===== src/hw/rtl/fpd_pkg.sv =====
`timescale 1ns / 1ps

package fpd_pkg;

   // Configuration port
   localparam int CSR_DATA_W = 9;
   localparam int CSR_ADDR_W = 1;
   localparam logic [CSR_ADDR_W-1:0] CSR_VOLUME_WIDTH  = 1'd0;
   localparam logic [CSR_ADDR_W-1:0] CSR_VOLUME_HEIGHT = 1'd1;

   // Field widths
   localparam int FACTOR_W = 17;
   localparam int FLOW_W   = 32;

   // Product of a flow and the sum of two factors, and the widened sum range
   localparam int PROD_W      = FLOW_W + FACTOR_W + 2;
   localparam int SUM_W       = FLOW_W + 3;
   localparam int ROUND_SHIFT = FACTOR_W;

   // Stream widths
   localparam int REQ_DATA_W = 120;
   localparam int RSP_DATA_W = 128;

   // Decoupling queue between front and back
   localparam int QUEUE_DEPTH = 4;

   localparam logic signed [FLOW_W-1:0] FLOW_MAX = {1'b0, {(FLOW_W-1){1'b1}}};
   localparam logic signed [FLOW_W-1:0] FLOW_MIN = {1'b1, {(FLOW_W-1){1'b0}}};

   // One voxel as it travels through the block
   typedef struct packed {
      logic [FACTOR_W-1:0]      allowed;
      logic signed [FLOW_W-1:0] flow_x;
      logic signed [FLOW_W-1:0] flow_y;
      logic signed [FLOW_W-1:0] flow_z;
   } fpd_voxel_type;

   // Which backward neighbors lie inside the volume
   typedef struct packed {
      logic has_x;
      logic has_y;
      logic has_z;
   } fpd_nbr_type;

   // Saturate a widened sum to a signed 32-bit flow.
   function automatic logic signed [FLOW_W-1:0] fpd_sat(input logic signed [SUM_W-1:0] v);
      logic signed [FLOW_W-1:0] r;
      if ((v[SUM_W-1:FLOW_W-1] == '0) || (v[SUM_W-1:FLOW_W-1] == '1)) begin
         r = v[FLOW_W-1:0];
      end else if (v[SUM_W-1]) begin
         r = FLOW_MIN;
      end else begin
         r = FLOW_MAX;
      end
      return r;
   endfunction

   // Divide a product by 2^17, rounding halves upward, then saturate.
   function automatic logic signed [FLOW_W-1:0] fpd_scale_round(
      input logic signed [PROD_W-1:0] p);
      logic signed [PROD_W:0]             biased;
      logic signed [PROD_W-ROUND_SHIFT:0] q;
      biased = {p[PROD_W-1], p} + (PROD_W+1)'(1 << (ROUND_SHIFT - 1));
      q      = biased[PROD_W:ROUND_SHIFT];
      return fpd_sat(q);
   endfunction

endpackage


===== src/hw/rtl/fpd_queue.sv =====
`timescale 1ns / 1ps

module fpd_queue import fpd_pkg::*; #(
   parameter int WIDTH = 8
) (
   input  logic             clock,
   input  logic             reset,
   input  logic             in_push,
   input  logic [WIDTH-1:0] in_data,
   output logic             in_ready,
   output logic             out_valid,
   input  logic             out_pop,
   output logic [WIDTH-1:0] out_data
);

   localparam int QAW = $clog2(QUEUE_DEPTH);

   logic [WIDTH-1:0] slot_ff [QUEUE_DEPTH];
   logic [QAW-1:0]   wr_ptr_ff, wr_ptr_in;
   logic [QAW-1:0]   rd_ptr_ff, rd_ptr_in;
   logic [QAW:0]     count_ff, count_in;

   assign in_ready  = count_ff != (QAW+1)'(QUEUE_DEPTH);
   assign out_valid = count_ff != '0;
   assign out_data  = slot_ff[rd_ptr_ff];

   // Pointer and fill bookkeeping
   always_comb begin
      wr_ptr_in = in_push ? wr_ptr_ff + QAW'(1) : wr_ptr_ff;
      rd_ptr_in = out_pop ? rd_ptr_ff + QAW'(1) : rd_ptr_ff;
      count_in  = count_ff + (QAW+1)'(in_push) - (QAW+1)'(out_pop);
   end

   always_ff @(posedge clock) begin
      if (reset) begin
         wr_ptr_ff <= '0;
         rd_ptr_ff <= '0;
         count_ff  <= '0;
      end else begin
         wr_ptr_ff <= wr_ptr_in;
         rd_ptr_ff <= rd_ptr_in;
         count_ff  <= count_in;
      end
   end

   // Item storage
   always_ff @(posedge clock) begin
      if (in_push) begin
         slot_ff[wr_ptr_ff] <= in_data;
      end
   end

endmodule


===== config.mk =====
export PLATFORM = sky130hd
export DESIGN_NAME = fpd_queue
export DESIGN_NICKNAME = d
export VERILOG_FILES = /design/src/hw/rtl/fpd_pkg.sv /design/src/hw/rtl/fpd_queue.sv
export SDC_FILE = /design/constraint.sdc
export NUM_CORES = 1
export LEC_CHECK = 0
export ABC_AREA = 1
export BUFFER_PORTS_ARGS = -buffer_cell sky130_fd_sc_hd__buf_2
export CORE_ASPECT_RATIO = 1.75
export CORE_MARGIN = 2
export CORE_UTILIZATION = 60
export CTS_CLUSTER_DIAMETER = 40
export CTS_CLUSTER_SIZE = 40
export DETAILED_ROUTE_END_ITERATION = 8
export PLACE_DENSITY_LB_ADDON = 0.1
export SLEW_MARGIN = 20
export SYNTH_ARGS = -nofsm -noshare
export SYNTH_HDL_FRONTEND = slang
export SYNTH_SLANG_ARGS = --single-unit

===== constraint.sdc =====
create_clock -name clock -period 2.2 [get_ports clock]
set_clock_uncertainty 0.05 [all_clocks]
set_input_delay 0.22 -clock clock [delete_from_list [all_inputs] [get_ports clock]]
set_output_delay 0.22 -clock clock [all_outputs]
set_load 0.03 [all_outputs]

Word-level counts from Yosys, hierarchy flattened:

Memories as Yosys holds them, arrays and structs flattened. A register that Yosys moved wholly into a read port is not among the register bits.
Cells that the tools add are included.

* bits in registers: 7
* bits in latches: 0
* memory bits (writable): 32
* ROM bits: 0
* bits of input ports: 12
* logic and storage cells: 14
* memories: 1

* $add $sub $neg: 4
* multipliers: 0
* divide/modulo/power cells: 0
* magnitude comparators: 0
* eq/ne operators: 1
* shift operators: 0
* muxes and demuxes: 4
* bitwise gates (word level): 0
* reductions and logical operators: 1

Memory list
* slot_ff: words 4, width 8, read ports 1, clocked after Yosys merged registers in 1, wr ports 1, RTL line fpd_queue.sv:18 `logic [WIDTH-1:0] slot_ff [QUEUE_DEPTH];`

Operators by type and width (number)
* $add A2 B1 Y2 const B: 2
* $mux W2: 2
* $add A3 B1 Y3: 1
* $ne A3 B3 Y1 const B: 1
* $reduce_bool A3 Y1: 1
* $sub A3 B1 Y3: 1
* $mux W1: 2

Longest topological paths before layout:

* word-level depth: 3
* mapped depth: 9
* depth with buffers taken out: 9

Worst setup path after synthesis:

OpenSTA, ideal clock, no wires.

* kind: flip-flop to flip-flop
* start: register count_ff[0]
* end: register count_ff[2]
* setup time: 0.115 ns
* arrival time: 1.332 ns
* required time: 2.035 ns
* path slack: 0.703 ns
* stages on the path, launching flop included: 9
* period minus slack after synthesis: 1.497 ns
* cell sequence: dfxtp_1 inv_1 ha_1 inv_1 ha_1 inv_1 fa_1 a21oi_1 nor2_1

* cells in the longest elaborated chain, start to end: 2

RTL lines
* from (decl): RTL line fpd_queue.sv:21 `logic [QAW:0] count_ff, count_in;`
* from (signal assigned): RTL line fpd_queue.sv:42 `count_ff <= count_in;`
* $add A3 B1 Y3: RTL line fpd_queue.sv:31 `count_in = count_ff + (QAW+1)'(in_push) - (QAW+1)'(out_pop);`
* $sub A3 B1 Y3: RTL line fpd_queue.sv:31

Every way passes these cells.
A chain may end at the register's enable or synchronous reset.

==> flow_summary.json <==
{
  "wl_per_cell_um": 12.93,
  "fin_crit_ps": 1758,
  "synth_area_um2": 1715,
  "tns_ps": 0,
  "rows": 25,
  "ir_drop_mv": 0.6728,
  "cts-root-buf": "clkbuf_8",
  "slew_violations": 0,
  "cp_max_fo": 16,
  "postSynthAreaPerCell_um2": 11.59,
  "h-tree-depth": 2,
  "hpwl_um": 1844,
  "diodes": 0,
  "path_clk_slew_ps": 80,
  "grt_max_degree": 33,
  "layout-drive-gt1-share": 0.1792,
  "routed_wl_um": 2585,
  "relSlewSlack": 0.5999,
  "ctsResizeCount": 0,
  "yosysWarningCount": 0,
  "max_freq_mhz": 568.7,
  "fin_hold_ws_ps": 67.56,
  "yosys_register_bits": 41,
  "first_pass_iters": 4,
  "yosysSeqAreaShare": 0.6652,
  "setup_violations": 0,
  "yosysTopAreaCellShare": 0.5602,
  "finalNetCount": 191,
  "min_path_type": "in2reg",
  "globalRouteOverflowTotal": 0,
  "initial_core_util": 0.6303,
  "place.gp.congestion": 0.6297,
  "via_count": 1044,
  "antenna_found_initial": 0,
  "yosysTopAreaCell": "edfxtp_1",
  "vias_per_cell": 5.220,
  "synth_nets": 167,
  "synthCells": 148,
  "path_class": "reg2out",
  "core_um2": 2721,
  "grt_pass1_wl_um": 3995,
  "drt_iter0_markers": 22,
  "cts_setup_buffers": 0,
  "die_area_um2": 3320,
  "cts.hold.buffers_added": 0,
  "ant_nets": 0,
  "synth.distinct_cells": 15,
  "clkSinkCount": 41,
  "numCtsBuffers": 5,
  "cts_buffer_depth": 2,
  "cts_tree": "done",
  "crit_arrival_ps": 1490,
  "io_buffers": 21,
  "power_leakage_nw": 0.8302,
  "worst_setup_path_start_kind": "flop",
  "rsz0062_at_grt": "false",
  "tightest_slew_ps": 599.3,
  "grt_pass1_vias": 1004,
  "drc": 0,
  "power_density_nw_per_um2": 905.6,
  "endpoint_kind": "primary output",
  "fp.dieW_um": 44.42,
  "grtUsageTotal": 0.1786,
  "finalCritPeriodShare": 0.7992,
  "hold_viol_final": 0,
  "yosys-top-cells-area": "edfxtp_1, dfxtp_1, inv_1",
  "die_h_um": 74.74,
  "num_io_pins": 22,
  "maxCapViolCount": 0,
  "insertion_delay_ps": 290,
  "syn_to_final_growth_pct": 12.18,
  "worstPathRequired_ps": 1930,
  "status": "finished clean"
}
[placed cells by master, fill, tap and decap left out]
cell	count
a21oi_1	13
a21oi_2	1
buf_2	21
buf_4	1
clkbuf_16	1
clkbuf_8	6
clkinvlp_4	1
dfxtp_1	9
edfxtp_1	32
fa_1	1
ha_1	6
inv_1	31
nand2_1	24
nand3_1	3
nor2_1	3
o211ai_1	8
o21ai_0	10
o21ai_1	2
[logic make-up after synthesis]
kind of cell,count (synthesis),share of synthesized area
buf+inv,36,0.09847
compound gates,34,0.1131
fa+ha+maj,7,0.05543
simple gates,30,0.06783
flops,41,0.6652
[Yosys cell counts]
cell,number
buf_6,4
o21ai_0,10
edfxtp_1,32
ha_1,6
nand3_1,3
o211ai_1,8
nand2_1,24
a21oi_2,1
a21oi_1,13
o21ai_1,2
buf_4,1
inv_1,31
dfxtp_1,9
fa_1,1
nor2_1,3
[sequential cells by signal, summed over array words and instances, names as in the netlist, named ones only]
signal,cells
slot_ff,32
wr_ptr_ff,2
count_ff,3
rd_ptr_ff,2
[critical path: stages (launching register included)]
cell	delay (ps)
dfxtp_1	710
o211ai_1	170
nand2_1	120
buf_2	200
[routing by layer]
layer | vias up | global-route usage | share of wire
li1 | 537 | - | -
met1 | 481 | 0.1384 | 0.38
met2 | 19 | 0.3562 | 0.56
met3 | 7 | 0.05755 | 0.035
met4 | 0 | 0.1010 | 0.022
met5 | - | 0 | 0
[layout make-up]
cell class | count | area, um^2
clock buffers | 7 | 107.6
inverters | 31 | 116.4
multi-input cells | 71 | 405.4
clock inverters | 1 | 7.507
well taps | 27 | 33.78
fillers | 205 | 797.0
repair buffers | 22 | 112.6
flip-flops and latches | 41 | 1141
[through the flow]
step,worst slack [ps],instance area [um^2],util,std cells,power (W)
after floorplan,702.5,1715,-,148,0.001121
after global placement,649.6,1809,0.6648,192,0.001177
after detailed placement,598.5,1809,0.6648,192,0.001194
after CTS,425.5,1924,0.7071,200,0.001751
after global routing,366.3,1924,0.7071,200,0.001816
final,441.7,1924,0.7071,200,0.001743
[worst paths after layout]
path                                    from           end  slack, ps  cells after the start
worst max register to register   count_ff[0]   count_ff[2]        600                      8
worst min-delay path                   reset   count_ff[1]         70                      2
worst max-delay path                    flop   out_data[4]        440                      3
worst min register to register  rd_ptr_ff[1]  rd_ptr_ff[1]        420                      2
[power by group]
group	internal [W]	total, W	switching (W)
Sequential	0.000883	0.000911	0.0000273
Combinational	0.0000829	0.000262	0.000179
Clock	0.000323	0.000570	0.000247
(Power assumes the default switching activity.)
