File: src/hw/rtl/fpd_pkg.sv
`timescale 1ns / 1ps

package fpd_pkg;

   // Configuration port
   localparam int CSR_DATA_W = 9;
   localparam int CSR_ADDR_W = 1;
   localparam logic [CSR_ADDR_W-1:0] CSR_VOLUME_WIDTH  = 1'd0;
   localparam logic [CSR_ADDR_W-1:0] CSR_VOLUME_HEIGHT = 1'd1;

   // Field widths
   localparam int FACTOR_W = 17;
   localparam int FLOW_W   = 32;

   // Product of a flow and the sum of two factors, and the widened sum range
   localparam int PROD_W      = FLOW_W + FACTOR_W + 2;
   localparam int SUM_W       = FLOW_W + 3;
   localparam int ROUND_SHIFT = FACTOR_W;

   // Stream widths
   localparam int REQ_DATA_W = 120;
   localparam int RSP_DATA_W = 128;

   // Decoupling queue between front and back
   localparam int QUEUE_DEPTH = 4;

   localparam logic signed [FLOW_W-1:0] FLOW_MAX = {1'b0, {(FLOW_W-1){1'b1}}};
   localparam logic signed [FLOW_W-1:0] FLOW_MIN = {1'b1, {(FLOW_W-1){1'b0}}};

   // One voxel as it travels through the block
   typedef struct packed {
      logic [FACTOR_W-1:0]      allowed;
      logic signed [FLOW_W-1:0] flow_x;
      logic signed [FLOW_W-1:0] flow_y;
      logic signed [FLOW_W-1:0] flow_z;
   } fpd_voxel_type;

   // Which backward neighbors lie inside the volume
   typedef struct packed {
      logic has_x;
      logic has_y;
      logic has_z;
   } fpd_nbr_type;

   // Saturate a widened sum to a signed 32-bit flow.
   function automatic logic signed [FLOW_W-1:0] fpd_sat(input logic signed [SUM_W-1:0] v);
      logic signed [FLOW_W-1:0] r;
      if ((v[SUM_W-1:FLOW_W-1] == '0) || (v[SUM_W-1:FLOW_W-1] == '1)) begin
         r = v[FLOW_W-1:0];
      end else if (v[SUM_W-1]) begin
         r = FLOW_MIN;
      end else begin
         r = FLOW_MAX;
      end
      return r;
   endfunction

   // Divide a product by 2^17, rounding halves upward, then saturate.
   function automatic logic signed [FLOW_W-1:0] fpd_scale_round(
      input logic signed [PROD_W-1:0] p);
      logic signed [PROD_W:0]             biased;
      logic signed [PROD_W-ROUND_SHIFT:0] q;
      biased = {p[PROD_W-1], p} + (PROD_W+1)'(1 << (ROUND_SHIFT - 1));
      q      = biased[PROD_W:ROUND_SHIFT];
      return fpd_sat(q);
   endfunction

endpackage

File: src/hw/rtl/fpd_front.sv
`timescale 1ns / 1ps

module fpd_front import fpd_pkg::*; #(
   parameter int MAX_WIDTH = 256,
   parameter int MAX_PLANE = 65536
) (
   input  logic                             clock,
   input  logic                             reset,
   input  logic [$clog2(MAX_WIDTH+1)-1:0]   width,
   input  logic [CSR_DATA_W-1:0]            height,
   input  logic                             req_tvalid,
   output logic                             req_tready,
   input  logic [REQ_DATA_W-1:0]            req_tdata,
   input  logic                             req_tuser,
   input  logic                             q_ready,
   output logic                             q_push,
   output fpd_voxel_type                    q_voxel,
   output logic [$clog2(MAX_WIDTH)-1:0]     q_col,
   output logic [$clog2(MAX_PLANE)-1:0]     q_addr,
   output fpd_nbr_type                      q_nbr
);

   localparam int WAW = $clog2(MAX_WIDTH);
   localparam int WW  = $clog2(MAX_WIDTH + 1);
   localparam int PAW = $clog2(MAX_PLANE);
   localparam int XW  = PAW + WW + 2;
   localparam int RCW = (PAW + 1 > CSR_DATA_W) ? PAW + 1 : CSR_DATA_W;

   logic [WAW-1:0] col_ff, col_in;
   logic [PAW-1:0] row_ff, row_in;
   logic           first_plane_ff, first_plane_in;

   logic           accept;
   logic [WAW-1:0] col_cur;
   logic [PAW-1:0] row_cur;
   logic           first_plane_cur;
   logic [XW-1:0]  row_base;
   logic [XW-1:0]  addr_sum;
   logic [WW-1:0]  col_next;
   logic [RCW-1:0] row_next;
   logic           col_wrap;
   logic           row_wrap;

   assign accept     = req_tvalid && q_ready;
   assign req_tready = q_ready;

   // The first-voxel mark restarts the position before the voxel is used.
   assign col_cur         = req_tuser ? '0 : col_ff;
   assign row_cur         = req_tuser ? '0 : row_ff;
   assign first_plane_cur = req_tuser ? 1'b1 : first_plane_ff;

   // Plane address is row * width + column, kept within the plane store.
   assign row_base = XW'(row_cur) * XW'(width);
   assign addr_sum = row_base + XW'(col_cur);

   // A row ends at the width; a plane ends at the height, or where one more
   // row would no longer fit in the plane store.
   assign col_next = WW'(col_cur) + WW'(1);
   assign row_next = RCW'(row_cur) + RCW'(1);
   assign col_wrap = col_next >= width;
   assign row_wrap = (row_next >= RCW'(height)) ||
                     ((row_base + (XW'(width) << 1)) > XW'(MAX_PLANE));

   always_comb begin
      col_in         = col_ff;
      row_in         = row_ff;
      first_plane_in = first_plane_ff;
      if (accept) begin
         if (col_wrap) begin
            col_in = '0;
            if (row_wrap) begin
               row_in         = '0;
               first_plane_in = 1'b0;
            end else begin
               row_in         = row_next[PAW-1:0];
               first_plane_in = first_plane_cur;
            end
         end else begin
            col_in         = col_next[WAW-1:0];
            row_in         = row_cur;
            first_plane_in = first_plane_cur;
         end
      end
   end

   always_ff @(posedge clock) begin
      if (reset) begin
         col_ff         <= '0;
         row_ff         <= '0;
         first_plane_ff <= 1'b1;
      end else begin
         col_ff         <= col_in;
         row_ff         <= row_in;
         first_plane_ff <= first_plane_in;
      end
   end

   // Classified item toward the queue
   assign q_push         = accept;
   assign q_voxel.allowed = req_tdata[FACTOR_W-1:0];
   assign q_voxel.flow_x  = req_tdata[FACTOR_W+FLOW_W-1:FACTOR_W];
   assign q_voxel.flow_y  = req_tdata[FACTOR_W+2*FLOW_W-1:FACTOR_W+FLOW_W];
   assign q_voxel.flow_z  = req_tdata[FACTOR_W+3*FLOW_W-1:FACTOR_W+2*FLOW_W];
   assign q_col          = col_cur;
   assign q_addr         = addr_sum[PAW-1:0];
   assign q_nbr.has_x    = col_cur != '0;
   assign q_nbr.has_y    = row_cur != '0;
   assign q_nbr.has_z    = !first_plane_cur;

endmodule

File: config.mk
export PLATFORM = sky130hd
export DESIGN_NAME = fpd_front
export DESIGN_NICKNAME = d
export VERILOG_FILES = /design/src/hw/rtl/fpd_pkg.sv /design/src/hw/rtl/fpd_front.sv
export SDC_FILE = /design/constraint.sdc
export NUM_CORES = 1
export LEC_CHECK = 0
export ABC_AREA = 0
export BUFFER_PORTS_ARGS = -buffer_cell sky130_fd_sc_hd__buf_4
export CAP_MARGIN = 10
export CORE_UTILIZATION = 53
export DETAILED_ROUTE_END_ITERATION = 10
export GPL_ROUTABILITY_DRIVEN = 0
export PLACE_DENSITY = 0.83
export SETUP_SLACK_MARGIN = 0.05
export SYNTH_ARGS = -nofsm -noshare
export SYNTH_HDL_FRONTEND = slang
export SYNTH_SLANG_ARGS = --single-unit
export TNS_END_PERCENT = 50
File: constraint.sdc
create_clock -name clock -period 7.5 [get_ports clock]
set_clock_uncertainty 0.15 [all_clocks]
set_input_delay 0.75 -clock clock [delete_from_list [all_inputs] [get_ports clock]]
set_output_delay 0.75 -clock clock [all_outputs]
set_load 0.1 [all_outputs]
Yosys cells after proc, flatten, opt, wreduce, memory -nomap -nowiden
Index checks and enable logic that the tools add are counted.

Register bits after elaboration: 25. Word-level logic and storage cells: 24.

Add/sub/neg operators: 4. Multipliers: 1. $lt $le $gt $ge: 3. Multiplexer cells: 8. Reduce and logical (&&, ||, !) cells: 5.

Operators by type and width (count): $mux 16 (3); $add 25x10->26 (1); $gt 26x17->1 const B (1); $mul 16x9->25 (1); $add 16x1->17 const B (1); $ge 17x9->1 (1); $add 16x8->16 (1); $mux 8 (2); $reduce_bool 16->1 (1); $add 8x1->9 const B (1); $ge 9x9->1 (1); $reduce_bool 8->1 (1); $mux 1 (3); $logic_and 1x1->1 (1); $logic_not 1->1 (1); $logic_or 1x1->1 (1).

Longest topological paths before layout
Depth after elaboration: 7. Gate-level depth with buffers: 29. Gate-level depth less buffers: 26.

Worst setup path after synthesis
OpenSTA, ideal clock, no wires.

Path kind: in2out. From: input req_tuser. To: output q_addr[15]. Arrival: 6804 ps. Slack: -204 ps. Stages on the path: 19. Path buffers: 4. Cells stage by stage: clkbuf_1 -> clkbuf_1 -> nor2b_1 -> clkbuf_1 -> and2_1 -> fa_1 -> fa_1 -> fa_1 -> inv_1 -> fa_1 -> inv_1 -> ha_1 -> buf_2 -> a21o_1 -> nor4_1 -> nor3_4 -> nand2_4 -> nor3_1 -> xnor2_1.

Word-level cells in the longest chain between the ends: 3. Elaborated cells between the ends (all ways): 4.

RTL lines: start: declaration (RTL line fpd_front.sv:14) `input logic req_tuser,`; $mux 16 (RTL line fpd_front.sv:49) `assign row_cur = req_tuser ? '0 : row_ff;`; $mul 16x9->25 (RTL line fpd_front.sv:53) `assign row_base = XW'(row_cur) * XW'(width);`; $add 16x8->16 (*) (RTL line fpd_front.sv:54) `assign addr_sum = row_base + XW'(col_cur);`; end: declaration (RTL line fpd_front.sv:19) `output logic [$clog2(MAX_PLANE)-1:0] q_addr,`.

Every way passes the cells marked *; elsewhere a longest branch is shown, timed or not.

Final worst setup path
From: input req_tuser. To: output q_addr[14].

Same word-level chain as after synthesis.

==> reports/results.tsv <==
metric	value	unit
maxSlewViolCount	0	
cts_buffer_depth	2	
pre_cts_slack	0.0721	ns
routedWlPerCell	15.5	um
synth_top_area_cell	fa_1	
initial_utilization	55.2	%
critPathMaxStageDelay	0.57	ns
crit_start	req_tuser	
path_common_cell	fa_1	
cellPowerDensity	42.0	mW/mm2
synth_adder_area_share	36.1	%
layout_common_cells	139 x inv_1, 117 x nand2_1, 101 x fa_1	
grt_overflow	0	
path_clk_slew	0.07	ns
root_buffer	clkbuf_16	
power_switching	0.000120	W
synth_top_family_by_area	adder cells	
n_antenna_cell	0	
path_class	input pin to output pin	
cpMaxStageDelayCell	fa_1	
min_period	7.10	ns
vias_per_cell	5.68	
final_cells	1217	
worstSetupStartpointType	input pin	
post-route-util	54.9	%
setup_viol	0	
synthMuxAreaShare	0.485	%
synth_warnings	0	
synth_nets	1404	
synthSimpleGateAreaFrac	21.1	%
synthArstFlopShare	0	%
cts_buffers	3	
die_h	129	um
p_comb_share	27.7	%
synth-compound-area-share	12.6	%
die-area	0.0166	mm2
yosysUniqueCellTypes	74	
synth-edff-count	0	
remaining_drc_errors	0	
rsz0062_at_grt	false	
reg2reg_from	row_ff[0]	
outcome	complete, no violations	
finalHoldViolCount	0	
die_x	129	um
hp-start	col_ff[6]	
grt_pass1_vias	7138	
yosysSeqAreaShare	5.88	%
synth_area_leaders	fa_1 24%, ha_1 12%, buf_4 10%, inv_1 6.1%, dfxtp_1 5.9%	
drtAntennaViolNets	0	
worstMarginPinSlew	0.642	ns
worstPathArrival	6.20	ns
first_pass_iters	5	
worstPathBufferInverterCount	4	
drt_wl_total	18800	um
io_pins	285	
clockPowerShare	34.5	%
max-vdd-ir-drop	0.0719	mV
grt_max_degree	29	
syn_inst	1076	
core_area	0.0154	mm2
multi_input_area	0.00650	mm2
synth_xor_area_share	5.82	%
cts_setup_buffers	0	
grt_pass1_wl	32200	um
p_seq_share	37.8	%
dp_hpwl	15400	um
worst-path-max-fanout	28	
finalPower	0.000355	W
endpoint_kind	output pin	
min_path_type	register to register	
final_common_cell	inv_1	
fillers	1393	
synth.top_cell.area_share	23.7	%
drtIter0Drc	328	
cap_violations	0	
path_cells	buf_4, clkinv_1, nand2_1, nor2_1, fa_1, fa_1, fa_1, fa_1, ha_1, a21oi_1, o21ai_4, buf_4, o31ai_2, xnor2_2, nand2_4, nor3_1, xor2_1, buf_4	
drive_gt1_share	10.8	%
ys_ff_latch	25	
synth_ff_type	dfxtp_1	
clock_sinks	25	
worstSkewPairLatency	0.26	ns
grt_usage	24.0	%
netSwitchingFraction	33.8	%
fin_ws	0.399	ns
register_area	500	um2
period_share	94.7	%
synth_area	0.00852	mm2
via_count	6910	
slew_headroom	57.1	%
cts_tree	built	
antenna_found_initial	0	
syn_area_per_cell	7.92	um2
worst_ep_required_time	6.60	ns
fmax	141	MHz
crit_family	adder cells	
std_cell_rows	45	
cts_htree_levels	1	
dp_cells	1213	
area_growth_syn_to_layout	-0.632	%
final_nets	1335	
numPortBuffers	51	
power.leakage	4.49	nW
p_int	0.000235	W
registers in the layout, summed over array words and instances, names as in the netlist:
register and flops:
row_ff 16, col_ff 8, first_plane_ff 1
worst min-delay path, stage by stage (launching register included):
cell and delay (ns):
dfxtp_1 0.32, nand2_1 0.05, a21oi_1 0.05
timing repair:
item,4_1_cts,5_1_grt
endpoints found under the setup margin,0,12
hold buffers,0,0
gates resized for setup,0,6
layout make-up:
class	count	share of cell area, %
Multi-Input combinational cell	758	76.9
Timing Repair Buffer	77	6.83
Inverter	142	6.30
Sequential cell	25	5.91
Tap cell	211	3.12
Clock buffer	3	0.887
Clock inverter	1	0.0887
cells by family after synthesis:
| group | count (synthesis) |
|---|---|
| mux | 4 |
| buf+inv | 293 |
| compound gates | 153 |
| xor+xnor | 54 |
| flops | 25 |
| fa+ha+maj | 185 |
| simple gates | 362 |
stage by stage:
step | instance area [um2] | setup TNS, ns | hold WS (ns)
2_1_floorplan | 8530 | -0.210 | 0.286
3_3_place_gp | 8370 | 0 | 0.302
3_5_place_dp | 8370 | 0 | 0.309
4_1_cts | 8450 | 0 | 0.319
5_1_grt | 8460 | 0 | 0.343
6_report | 8460 | 0 | 0.321
cell usage after synthesis, drive strengths merged, types with 2 or more instances:
cell type and n:
xnor2 29, and4 3, o31ai 4, a31oi 7, inv 139, o211a 2, o221ai 2, nand2b 8
clkbuf 32, a41oi 2, a211o 4, nor4 7, a32oi 2, dfxtp 25, and2 47, o21ai 23
nor2b 29, o311ai 3, nor3b 2, nor2 77, clkinv 3, o211ai 7, a21boi 2, a211oi 9
xor2 25, a21o 16, fa 101, nand4 12, buf 119, and3 9, o21a 3, nand2 118
or3 2, or4 2, a21oi 50, nor3 12, ha 84, a311o 2, nand3 28, mux2i 3
o21bai 8
final timing paths:
path	endpoint	slack, ns	cells after the start
min reg2reg	col_ff[6]	0.32	2
min	col_ff[6]	0.32	2
max reg2reg	row_ff[8]	0.86	26
max	q_addr[14]	0.40	18
layer usage:
layer,vias to the layer above,GRT usage (%),share of wire (%)
met4,0,9.62,3.5
met5,-,0,0
met3,64,4.62,6.3
met1,3353,27.1,40
li1,3236,-,-
met2,257,44.1,50
power groups by stage:
stage	registers (W)	clock network, W	logic [W]
final	0.000134	0.000122	0.0000984
after global routing	0.000134	0.000127	0.000106
after CTS	0.000134	0.000124	0.0000973
after detailed placement	0.000137	0	0.0000969
after global placement	0.000137	0	0.0000948
after floorplan	0.000137	0	0.000349
No activity file was read; power rests on OpenSTA's default activity.
